<file path="src/hw/rtl/vgmp_pkg.sv">
// types, command codes and helpers shared by the command stream parser
// no dependencies

package vgmp_pkg;

    localparam int SAMPLE_ADDR_WIDTH = 24;
    localparam int FIFO_DEPTH        = 4;
    localparam int FIFO_PTR_W        = $clog2(FIFO_DEPTH);
    localparam int FIFO_CNT_W        = $clog2(FIFO_DEPTH + 1);

    localparam logic [7:0] CMD_TONE_PAIR  = 8'h4F;
    localparam logic [7:0] CMD_TONE       = 8'h50;
    localparam logic [7:0] CMD_FM_PORT0   = 8'h52;
    localparam logic [7:0] CMD_FM_PORT1   = 8'h53;
    localparam logic [7:0] CMD_WAIT_N     = 8'h61;
    localparam logic [7:0] CMD_WAIT_NTSC  = 8'h62;
    localparam logic [7:0] CMD_WAIT_PAL   = 8'h63;
    localparam logic [7:0] CMD_LOOP       = 8'h66;
    localparam logic [7:0] CMD_DATA_BLOCK = 8'h67;
    localparam logic [7:0] CMD_DAC_SEEK   = 8'hE0;

    localparam logic [15:0] WAIT_NTSC_SAMPLES = 16'd735;
    localparam logic [15:0] WAIT_PAL_SAMPLES  = 16'd882;
    localparam logic [7:0]  DAC_REG_ADDR      = 8'h2A;
    localparam logic [7:0]  TONE_PAIR_FIRST   = 8'h06;
    localparam logic [15:0] LOOP_COUNT_MAX    = 16'hFFFF;
    localparam logic [15:0] MAX_LOOPS_RESET   = 16'd2;

    typedef logic [SAMPLE_ADDR_WIDTH-1:0] t_dac_addr;

    typedef enum logic [2:0] {
        EV_TONE    = 3'd0,
        EV_FM      = 3'd1,
        EV_DAC     = 3'd2,
        EV_WAIT    = 3'd3,
        EV_LOOP    = 3'd4,
        EV_UNKNOWN = 3'd5
    } t_event_kind;

    typedef struct packed {
        t_event_kind  event_kind;
        logic         fm_port;
        logic [7:0]   register_address;
        logic [7:0]   write_value;
        logic [15:0]  wait_samples;
        logic [23:0]  sample_address;
        logic [15:0]  loops_seen;
        logic         loops_reached;
        logic         last_of_run;
    } t_result;

    typedef struct packed {
        logic [1:0] count;
        t_result    first;
        t_result    second;
    } t_decode_out;

    function automatic logic [2:0] operand_count(input logic [7:0] cmd);
        logic [2:0] n;
        case (cmd)
            CMD_TONE_PAIR, CMD_TONE:              n = 3'd1;
            CMD_FM_PORT0, CMD_FM_PORT1, CMD_WAIT_N: n = 3'd2;
            CMD_DAC_SEEK:                         n = 3'd4;
            default:                              n = 3'd0;
        endcase
        return n;
    endfunction

endpackage

</file>
<file path="src/hw/rtl/vgmp_command_stream_parser_top.sv">
// top level of the sound-chip command stream parser
// uses vgmp_pkg, vgmp_decoder and vgmp_result_fifo
//
// the slave stream takes one command stream byte per beat in s_axis_tdata
// the master stream gives one event per beat: event kind in m_axis_tuser,
// tlast marks the final event caused by one input byte
// commands with operands give their events when the last operand byte arrives;
// tone pair commands give two events, 0xE0 and 0x67 give none
// an event is written into the result queue before it appears on the master side
// throughput: one byte per cycle while the queue has room, set by the single pass
// decoder; events leave at one per cycle from a four entry result queue
// when the receiver stalls the queue fills and s_axis_tready drops once fewer
// than two entries are free; no byte or event is dropped
// max_loops is written through i_cfg_wr_en / i_cfg_wr_data, reset value 2
// synchronous active-low reset clears parse state, dac position, loop count
// and the queue

module vgm_command_stream_parser_top
    import vgmp_pkg::*;
(
    input  logic        i_clk,
    input  logic        i_rst_n,
    input  logic        i_cfg_wr_en,
    input  logic [15:0] i_cfg_wr_data,
    input  logic        s_axis_tvalid,
    output logic        s_axis_tready,
    input  logic [7:0]  s_axis_tdata,   // stream_byte
    output logic        m_axis_tvalid,
    input  logic        m_axis_tready,
    // fm_port, register_address, write_value, wait_samples, sample_address,
    // loops_seen, loops_reached, zero pad
    output logic [79:0] m_axis_tdata,
    output logic [2:0]  m_axis_tuser,   // event_kind
    output logic        m_axis_tlast    // last_of_run
);

    logic [15:0] r_max_loops;
    logic        accept;
    logic        room;
    t_decode_out decode;
    t_result     head;

    always_ff @(posedge i_clk) begin
        if (!i_rst_n) begin
            r_max_loops <= MAX_LOOPS_RESET;
        end else if (i_cfg_wr_en) begin
            r_max_loops <= i_cfg_wr_data;
        end
    end

    assign s_axis_tready = room;
    assign accept        = s_axis_tvalid && room;

    vgmp_decoder u_decoder (
        .i_clk       (i_clk),
        .i_rst_n     (i_rst_n),
        .i_accept    (accept),
        .i_byte      (s_axis_tdata),
        .i_max_loops (r_max_loops),
        .o_decode    (decode)
    );

    vgmp_result_fifo u_fifo (
        .i_clk        (i_clk),
        .i_rst_n      (i_rst_n),
        .i_push_count (decode.count),
        .i_first      (decode.first),
        .i_second     (decode.second),
        .i_pop        (m_axis_tready),
        .o_room       (room),
        .o_valid      (m_axis_tvalid),
        .o_head       (head)
    );

    assign m_axis_tuser = head.event_kind;
    assign m_axis_tlast = head.last_of_run;
    assign m_axis_tdata = {6'b0, head.loops_reached, head.loops_seen,
                           head.sample_address, head.wait_samples,
                           head.write_value, head.register_address, head.fm_port};

endmodule

</file>
<file path="src/hw/rtl/vgmp_decoder.sv">
// command decoder: parse phase, operand gather, dac position and loop counter
// builds up to two result records per accepted byte; uses vgmp_pkg

module vgmp_decoder
    import vgmp_pkg::*;
(
    input  logic        i_clk,
    input  logic        i_rst_n,
    input  logic        i_accept,
    input  logic [7:0]  i_byte,
    input  logic [15:0] i_max_loops,
    output t_decode_out o_decode
);

    logic [2:0]  r_phase, n_phase;
    logic [7:0]  r_cmd, n_cmd;
    logic [31:0] r_gather, n_gather;
    t_dac_addr   r_dac, n_dac;
    logic [15:0] r_loops, n_loops;

    logic [2:0]  total;
    logic [1:0]  idx;
    logic [31:0] gather_full;
    logic [2:0]  need;
    t_result     blank, res0, res1;
    logic [1:0]  cnt;

    always_comb begin
        n_phase  = r_phase;
        n_cmd    = r_cmd;
        n_gather = r_gather;
        n_dac    = r_dac;
        n_loops  = r_loops;
        blank    = '0;
        res0     = '0;
        res1     = '0;
        cnt      = 2'd0;

        total       = operand_count(r_cmd);
        idx         = 2'(total - r_phase);
        gather_full = r_gather | (32'(i_byte) << {idx, 3'b000});
        need        = operand_count(i_byte);

        if (r_phase == 3'd0) begin
            if (need != 3'd0) begin
                n_cmd    = i_byte;
                n_gather = '0;
                n_phase  = need;
            end else if (i_byte == CMD_WAIT_NTSC) begin
                res0.event_kind   = EV_WAIT;
                res0.wait_samples = WAIT_NTSC_SAMPLES;
                cnt = 2'd1;
            end else if (i_byte == CMD_WAIT_PAL) begin
                res0.event_kind   = EV_WAIT;
                res0.wait_samples = WAIT_PAL_SAMPLES;
                cnt = 2'd1;
            end else if (i_byte == CMD_DATA_BLOCK) begin
                cnt = 2'd0;
            end else if (i_byte inside {[8'h70:8'h7F]}) begin
                res0.event_kind   = EV_WAIT;
                res0.wait_samples = 16'(i_byte[3:0]) + 16'd1;
                cnt = 2'd1;
            end else if (i_byte inside {[8'h80:8'h8F]}) begin
                res0.event_kind       = EV_DAC;
                res0.register_address = DAC_REG_ADDR;
                res0.wait_samples     = 16'(i_byte[3:0]);
                res0.sample_address   = 24'(r_dac);
                n_dac = r_dac + t_dac_addr'(1);
                cnt = 2'd1;
            end else if (i_byte == CMD_LOOP) begin
                if (r_loops != LOOP_COUNT_MAX) begin
                    n_loops = r_loops + 16'd1;
                end
                res0.event_kind = EV_LOOP;
                cnt = 2'd1;
            end else begin
                res0.event_kind  = EV_UNKNOWN;
                res0.write_value = i_byte;
                cnt = 2'd1;
            end
        end else begin
            n_phase  = r_phase - 3'd1;
            n_gather = gather_full;
            if (r_phase == 3'd1) begin
                case (r_cmd)
                    CMD_TONE_PAIR: begin
                        res0.event_kind  = EV_TONE;
                        res0.write_value = TONE_PAIR_FIRST;
                        res1.event_kind  = EV_TONE;
                        res1.write_value = gather_full[7:0];
                        cnt = 2'd2;
                    end
                    CMD_TONE: begin
                        res0.event_kind  = EV_TONE;
                        res0.write_value = gather_full[7:0];
                        cnt = 2'd1;
                    end
                    CMD_FM_PORT0, CMD_FM_PORT1: begin
                        res0.event_kind       = EV_FM;
                        res0.fm_port          = r_cmd[0];
                        res0.register_address = gather_full[7:0];
                        res0.write_value      = gather_full[15:8];
                        cnt = 2'd1;
                    end
                    CMD_WAIT_N: begin
                        res0.event_kind   = EV_WAIT;
                        res0.wait_samples = gather_full[15:0];
                        cnt = 2'd1;
                    end
                    default: begin
                        n_dac = t_dac_addr'(gather_full);
                    end
                endcase
            end
        end

        res0.loops_seen    = n_loops;
        res0.loops_reached = (n_loops == i_max_loops);
        res0.last_of_run   = (cnt == 2'd1);
        res1.loops_seen    = n_loops;
        res1.loops_reached = (n_loops == i_max_loops);
        res1.last_of_run   = 1'b1;

        o_decode.count  = i_accept ? cnt : 2'd0;
        o_decode.first  = (cnt != 2'd0) ? res0 : blank;
        o_decode.second = (cnt == 2'd2) ? res1 : blank;
    end

    always_ff @(posedge i_clk) begin
        if (!i_rst_n) begin
            r_phase  <= '0;
            r_cmd    <= '0;
            r_gather <= '0;
            r_dac    <= '0;
            r_loops  <= '0;
        end else if (i_accept) begin
            r_phase  <= n_phase;
            r_cmd    <= n_cmd;
            r_gather <= n_gather;
            r_dac    <= n_dac;
            r_loops  <= n_loops;
        end
    end

    a_phase_range: assert property (@(posedge i_clk) disable iff (!i_rst_n)
        r_phase <= 3'd4)
        else $error("parse phase out of range");

    a_gather_cmd: assert property (@(posedge i_clk) disable iff (!i_rst_n)
        (r_phase != 3'd0) |-> (operand_count(r_cmd) >= r_phase))
        else $error("operand gather without a matching command");

endmodule

</file>
<file path="src/hw/rtl/vgmp_result_fifo.sv">
// small result queue taking up to two records per cycle, one out per beat
// uses vgmp_pkg

module vgmp_result_fifo
    import vgmp_pkg::*;
(
    input  logic    i_clk,
    input  logic    i_rst_n,
    input  logic [1:0] i_push_count,
    input  t_result i_first,
    input  t_result i_second,
    input  logic    i_pop,
    output logic    o_room,
    output logic    o_valid,
    output t_result o_head
);

    t_result               r_mem [FIFO_DEPTH];
    logic [FIFO_PTR_W-1:0] r_head, n_head;
    logic [FIFO_PTR_W-1:0] r_tail, n_tail;
    logic [FIFO_CNT_W-1:0] r_count, n_count;
    logic                  pop;
    logic [FIFO_PTR_W-1:0] tail_next;

    assign o_valid   = (r_count != '0);
    assign o_room    = (r_count <= FIFO_CNT_W'(FIFO_DEPTH - 2));
    assign o_head    = r_mem[r_head];
    assign pop       = i_pop && o_valid;
    assign tail_next = r_tail + FIFO_PTR_W'(1);

    always_comb begin
        n_head  = pop ? r_head + FIFO_PTR_W'(1) : r_head;
        n_tail  = r_tail + FIFO_PTR_W'(i_push_count);
        n_count = r_count + FIFO_CNT_W'(i_push_count) - FIFO_CNT_W'(pop);
    end

    always_ff @(posedge i_clk) begin
        if (i_push_count != 2'd0) begin
            r_mem[r_tail] <= i_first;
        end
        if (i_push_count == 2'd2) begin
            r_mem[tail_next] <= i_second;
        end
    end

    always_ff @(posedge i_clk) begin
        if (!i_rst_n) begin
            r_head  <= '0;
            r_tail  <= '0;
            r_count <= '0;
        end else begin
            r_head  <= n_head;
            r_tail  <= n_tail;
            r_count <= n_count;
        end
    end

    a_no_overflow: assert property (@(posedge i_clk) disable iff (!i_rst_n)
        (i_push_count != 2'd0) |-> (r_count <= FIFO_CNT_W'(FIFO_DEPTH - 2)))
        else $error("result queue overflow");

    a_count_track: assert property (@(posedge i_clk) disable iff (!i_rst_n)
        (i_push_count == 2'd0 && !pop) |=> $stable(r_count))
        else $error("queue count moved without push or pop");

endmodule
</file>
<file path="config.mk">
export PLATFORM = sky130hd
export DESIGN_NAME = vgm_command_stream_parser_top
export DESIGN_NICKNAME = d
export VERILOG_FILES = /design/src/hw/rtl/vgmp_pkg.sv /design/src/hw/rtl/vgmp_command_stream_parser_top.sv /design/src/hw/rtl/vgmp_decoder.sv /design/src/hw/rtl/vgmp_result_fifo.sv
export SDC_FILE = /design/constraint.sdc
export NUM_CORES = 1
export LEC_CHECK = 0
export BUFFER_PORTS_ARGS = -buffer_cell sky130_fd_sc_hd__buf_2
export CAP_MARGIN = 20
export CORE_MARGIN = 2
export CORE_UTILIZATION = 61
export CTS_CLUSTER_SIZE = 24
export DETAILED_ROUTE_END_ITERATION = 10
export GPL_TIMING_DRIVEN = 0
export PLACE_DENSITY_LB_ADDON = 0.1
export SLEW_MARGIN = 20
export SYNTH_ARGS = -nofsm -noshare
export SYNTH_HDL_FRONTEND = slang
export SYNTH_HIERARCHICAL = 1
export SYNTH_SLANG_ARGS = --single-unit
</file>
<file path="constraint.sdc">
create_clock -name i_clk -period 14.7 [get_ports i_clk]
set_input_delay 1.47 -clock i_clk [delete_from_list [all_inputs] [get_ports i_clk]]
set_output_delay 1.47 -clock i_clk [all_outputs]
set_load 0.005 [all_outputs]
</file>
==> results of run 1 <==
stage by stage:
step	hold WS (ns)	cell area [um2]	cells	power (uW)
after global placement	0.459	23700	2366	2010
after CTS	0.480	25500	2463	3050
final	0.483	25500	2466	3030
after floorplan	0.445	22600	1791	1780
after global routing	0.509	25500	2465	3140
after detailed placement	0.471	24100	2382	2020
worst min path at each step:
stage	endpoint	slack, ns	cells after the start
after floorplan	u_decoder/r_cmd[3]	0.45	2
after global placement	u_decoder/r_cmd[3]	0.46	2
after detailed placement	u_decoder/r_cmd[2]	0.47	2
after CTS	u_decoder/r_cmd[2]	0.48	2
after global routing	u_decoder/r_cmd[3]	0.51	2
final	u_decoder/r_cmd[2]	0.48	2
flip-flops by register name, indices dropped and copies added, names as in the netlist, 3 cells and up, named ones only:
| register | count |
|---|---|
| u_decoder/r_dac | 24 |
| u_decoder/r_gather | 24 |
| u_decoder/r_loops | 16 |
| u_fifo/r_mem | 312 |
| u_decoder/r_phase | 3 |
| r_max_loops | 16 |
| u_decoder/r_cmd | 8 |
| u_fifo/r_count | 3 |
layer usage:
layer / vias up / wire length, um / global-route usage [%]
li1: 6937 / - / -
met1: 7532 / 23300 / 39.6
met2: 636 / 27800 / 50.6
met3: 136 / 4030 / 4.63
met4: 0 / 1800 / 10.9
met5: - / 0 / 0
critical path: cells and delay by family:
kind            cells  cell delay [ns]
fa+ha+maj           1             0.34
compound gates      4             1.59
simple gates        4             1.45
buf+inv             8             2.06
logic make-up (layout without fill, tap and decap cells):
group	Yosys count	after routing	synth area share, %
and+or+nand+nor	427	427	9.81
xor gates and xnor gates	37	37	1.63
adders and majority gates	15	15	0.872
AOI/OAI and AO/OA	213	213	5.96
DFF	412	412	50.8
muxes	426	426	25.7
other	2	61	0.0335
buffers and inverters	203	407	5.17
power groups by stage:
stage          clock network [uW]  registers (uW)  logic (uW)
5_1_grt                      1100            1390         649
6_report                     1040            1380         606
4_1_cts                      1060            1380         611
3_5_place_dp                    0            1410         609
2_1_floorplan                   0            1420         361
3_3_place_gp                    0            1440         562
cells in the final DEF (no fill, tap or decap), drive strengths merged, types with 31 or more instances in the layout:
cell type  instances
buf              253
mux4              78
conb              58
and3              37
nor2             171
a21oi             74
edfxtp           312
clkbuf           119
mux2             317
nand2             65
dfxtp            100
mux2i             31
o21ai             52
synth_stat cells, types with 29 or more instances:
library cell    n  area (um2)
edfxtp_1      312        9370
mux2_2        259        2920
nor2_1        171         642
dfxtp_1       100        2000
mux4_2         78        1760
a21oi_1        74         370
nand2_1        65         244
buf_4          61         458
o21ai_0        52         260
clkbuf_1       51         191
buf_2          48         240
and3_1         37         231
mux2i_1        30         300
mux2_1         29         327
mux2_4         29         435
nand3_1        29         145
final cells by class:
cell class,instances,area [um2]
diodes,3,7.51
plain buffers,181,1070
clock buffers,68,1270
clock inverters,13,70.1
fillers,2584,10900
inverters,22,82.6
multi-input cells,1176,10100
flip-flops and latches,412,11400
well taps,468,586
repair buffers,123,926
==> results.json, run 1 <==
{
  "grt_remaining_overflow": 0,
  "final-max-slew-violation-count": 0,
  "clock_tree.root_cell": "clkbuf_16",
  "drv_cap": 0,
  "final_core_util_pct": 70.1,
  "antenna_left": 0,
  "synth_cell_type_count": 84,
  "place_congestion": 0.948,
  "drive_gt1_share_pct": 34.9,
  "initial_core_util_pct": 61.6,
  "io_buffers": 107,
  "period_needed_ns": 6.64,
  "startpoint_type": "input pin",
  "timing.slew.headroom_pct": 30.3,
  "internal_power_uw": 2250,
  "cts_buffers": 44,
  "cpPeakStageDelay_ns": 0.72,
  "viasPerCell": 6.18,
  "cpMaxStageDelayCell": "a21oi_1",
  "yosys_warnings": 6,
  "fin_tns_setup_ns": 0,
  "cp_max_fo": 19,
  "cts_resized": 0,
  "via_count": 15241,
  "seqPwrFrac_pct": 45.6,
  "worstSkewPairLatency_ns": 0.58,
  "finalSetupViolCount": 0,
  "worst_ep_arrival_time_ns": 6.96,
  "die_y_um": 196,
  "route.detailed.drc": 0,
  "wire_per_inst_um": 23.1,
  "async_flop_share_pct": 0,
  "p_switching_uw": 781,
  "wirelength_mm": 57.0,
  "clock_sinks": 412,
  "track_usage_pct": 30.0,
  "required_ns": 15.01,
  "postSynthCellCount": 1735,
  "period_share_pct": 45.2,
  "finalHoldViolations": 0,
  "cp_cell_sequence": "buf_2 -> clkbuf_1 -> inv_1 -> ha_1 -> or2_2 -> and3_1 -> a2111oi_2 -> nand3_1 -> a31o_2 -> buf_2 -> a21oi_1 -> nand4b_1 -> buf_2 -> buf_4 -> o21ai_4 -> buf_16 -> buf_16",
  "post-dp-hpwl_mm": 39.3,
  "critical_path_class": "in -> reg",
  "antenna_found_initial": 3,
  "cts_htree_levels": 2,
  "drt-initial-drc-count": 1416,
  "r2r_cells": 14,
  "rr_startpoint": "u_decoder/r_phase[1]",
  "clk_pin_slew_ns": 0.06,
  "skew_ns": 0.0162,
  "pwr-share-comb_pct": 20.0,
  "synth_edf_count": 312,
  "cp_common_cell": "buf_2",
  "drt_first_pass_iters": 6,
  "die-width_um": 196,
  "power_density_nw_per_um2": 119,
  "die-area_um2": 38200,
  "r2r-end": "u_fifo/r_mem[0][33]",
  "worstMarginPinSlew_ns": 1.04,
  "peakVddDrop_v": 0.0000968,
  "grt_first_pass_wirelength_mm": 87.1,
  "cp-startpoint": "s_axis_tdata[0]",
  "num_rows": 70,
  "leakage_uw": 0.00966,
  "cts_buffer_depth": 3,
  "synth-main-ff-cell": "edfxtp_1",
  "postCtsSetupBuffers": 0,
  "syn2layout_area_growth_pct": 13.9,
  "setup_ws_ns": 8.06,
  "rsz0062_at_grt": "false",
  "clkPwrFrac_pct": 34.4,
  "avgSynthCellArea_um2": 12.9,
  "end_kind": "flop",
  "crit_path_end": "u_fifo/r_mem[0][33]",
  "synth-seq-cells": 412,
  "fmax_ghz": 0.151,
  "core_um2": 36300,
  "reg2reg_slack_ns": 9.57,
  "swShare_pct": 25.8,
  "hold_start": "u_decoder/r_cmd[2]",
  "ios": 115,
  "cts_tree": "yes",
  "seq_area_frac_synth_pct": 50.8,
  "dp_worst_setup_slack_ns": 7.64,
  "nets": 2004,
  "grt_start_max_net_pins": 23,
  "postCtsHoldBufs": 0,
  "hp-class": "reg -> reg",
  "grt_pass1_vias": 15293,
  "synth_area_um2": 22400,
  "status": "finished clean"
}
Power figures use the tool's default switching activity.
==> inputs of run 2 (changes only) <==
CORE_UTILIZATION = 56   (was 61)
clock period = 5.35 ns   (was 14.7 ns; I/O delays follow)
==> run 2 against run 1 <==
- first-iteration DRC count fell by 12%
- wire length rose by 2.2%
- worst setup slack got worse by 7.9 ns
- critical path type unchanged
- critical endpoint is now u_fifo/r_mem[2][71]
- register-to-register slack got worse by 9.0 ns
- utilization fell by 5.3 points
- largest cell class unchanged
- combinational power rose to 2.8 times the previous value
==> results.json, run 2 (synthesized netlist as in run 1, its figures left out) <==
{
  "status": "finished clean",
  "required_ns": 5.66,
  "io_buffers": 107,
  "rsz0062_at_grt": "false",
  "worstSkewPairLatency_ns": 0.58,
  "power_uw": 8480,
  "clk_pin_slew_ns": 0.06,
  "postCtsHoldBufs": 0,
  "wl_met2_mm": 28.2,
  "critPathBufInv": 9,
  "regMostFlops": "u_fifo/r_mem",
  "period_share_pct": 96.2,
  "wire_per_inst_um": 23.1,
  "fmax_ghz": 0.194,
  "worstMarginPinSlew_ns": 1.08,
  "viasPerCell": 6.02,
  "final_core_util_pct": 64.9,
  "post-dp-hpwl_mm": 39.8,
  "wl_met1_mm": 24.3,
  "syn2layout_area_growth_pct": 14.6,
  "place_congestion": 0.938,
  "critical_path_class": "in -> reg",
  "largest_reg_flops": 312,
  "cts_htree_levels": 2,
  "cp_common_cell": "buf_2",
  "final-max-slew-violation-count": 0,
  "via_count": 15184,
  "highest_layer": "met5",
  "finalHoldViolations": 0,
  "cts_buffer_depth": 3,
  "fillers": 2972,
  "startpoint_type": "input pin",
  "dpl.cell_count": 2440,
  "grt_remaining_overflow": 0,
  "register_area_um2": 11400,
  "grt_start_max_net_pins": 23,
  "finalSetupViolCount": 0,
  "antenna_found_initial": 4,
  "final_area_um2": 25700,
  "end_kind": "flop",
  "worst_ep_arrival_time_ns": 5.46,
  "crit_family": "buffers and inverters",
  "multi_input_area_um2": 10100,
  "grt_pass1_vias": 15322,
  "die_y_um": 204,
  "antenna_left": 0,
  "grt_first_pass_wirelength_mm": 89.6,
  "cts_buffers": 45,
  "timing.slew.headroom_pct": 27.6,
  "top_regs": "u_fifo/r_mem (312), u_decoder/r_dac (24), u_decoder/r_gather (24)",
  "drt_first_pass_iters": 5,
  "leakage_uw": 0.00970,
  "fin_tns_setup_ns": 0,
  "clock_sinks": 412,
  "peakVddDrop_v": 0.000226,
  "layout_common_cells": "edfxtp_1 (312), mux2_2 (259), nor2_1 (169)",
  "hp-class": "in -> reg",
  "ios": 115,
  "die-width_um": 204,
  "drv_cap": 0,
  "nets": 2007,
  "drive_gt1_share_pct": 35.3,
  "cts_tree": "yes",
  "initial_core_util_pct": 56.6,
  "core_um2": 39500,
  "cpPeakStageDelay_ns": 0.47,
  "cpMaxStageDelayCell": "clkbuf_1",
  "cp_max_fo": 17,
  "num_rows": 73,
  "wirelength_mm": 58.3,
  "wl_met3_mm": 3.89,
  "period_needed_ns": 5.14,
  "skew_ns": 0.0260,
  "die-area_um2": 41600,
  "mostFrequentLayoutCell": "edfxtp_1",
  "power_density_nw_per_um2": 331,
  "drt-initial-drc-count": 1249,
  "track_usage_pct": 28.4,
  "place_area_um2": 24200,
  "cp_cell_sequence": "buf_2 -> clkbuf_1 -> inv_1 -> ha_1 -> or2_2 -> and3_1 -> a2111oi_2 -> nand3_1 -> a31o_2 -> buf_2 -> a21oi_2 -> and4bb_1 -> buf_2 -> buf_6 -> buf_6 -> o21bai_4 -> buf_12 -> buf_16",
  "route.detailed.drc": 0,
  "finalNonFillerCells": 2522,
  "clock_tree.root_cell": "clkbuf_16"
}
## run 2: cell count changes in the layout (fill, tap and decap cells not counted), sizes merged
cell | previous run | this run
clkinv | 13 | 16
bufinv | 0 | 3
clkbuf | 119 | 109
clkinvlp | 0 | 1
inv | 22 | 23
buf | 253 | 255
diode | 3 | 2
## run 2: power breakdown
group / total (uW) / leakage (uW) / internal, uW / switching [uW]
combinational: 1700 / 0.00518 / 840 / 857
sequential: 3800 / 0.00384 / 3720 / 75.9
clock: 2990 / 0.000679 / 1730 / 1260
## run 2: worst min-delay path, cell delays in order
cell     delay [ns]
buf_2          0.08
mux2i_1        0.06
nand2_1        0.06
## run 2: final cells by class
class	count	share of cell area, %
timing repair buffer	125	3.77
sequential	412	44.3
antenna	2	0.0195
inverter	22	0.322
tap	525	2.56
multi-input combinational	1176	39.4
buffer	181	4.19
clock buffer	58	4.70
clock inverter	21	0.702
## run 2: layer usage
| layer | up-vias | GRT usage [%] |
|---|---|---|
| met4 | 4 | 9.50 |
| met5 | - | 0 |
| met3 | 134 | 5.01 |
| met2 | 549 | 47.5 |
| li1 | 6944 | - |
| met1 | 7553 | 37.5 |
## run 2: worst paths after layout
path / from / endpoint / slack (ns) / depth (start not counted)
max: s_axis_tdata[0] / u_fifo/r_mem[2][71] / 0.21 / 18
max reg2reg: u_decoder/r_phase[1] / u_fifo/r_mem[2][71] / 0.56 / 15
min reg2reg: u_decoder/r_cmd[2] / u_decoder/r_cmd[2] / 0.48 / 2
min: i_cfg_wr_data[1] / r_max_loops[1] / 0.21 / 3
## run 2: metrics by stage
stage / hold slack [ns] / worst slack [ns]
floorplan: 0.445 / -0.300
global placement: 0.464 / -3.21
detailed placement: 0.468 / -0.818
CTS: 0.184 / 0.0169
global route: 0.236 / 0.0690
finish: 0.206 / 0.206
## run 2: repair_timing
item,in CTS,in global routing
buffers inserted,0,1
gates resized for setup,1,0
endpoints found under the setup margin,72,72
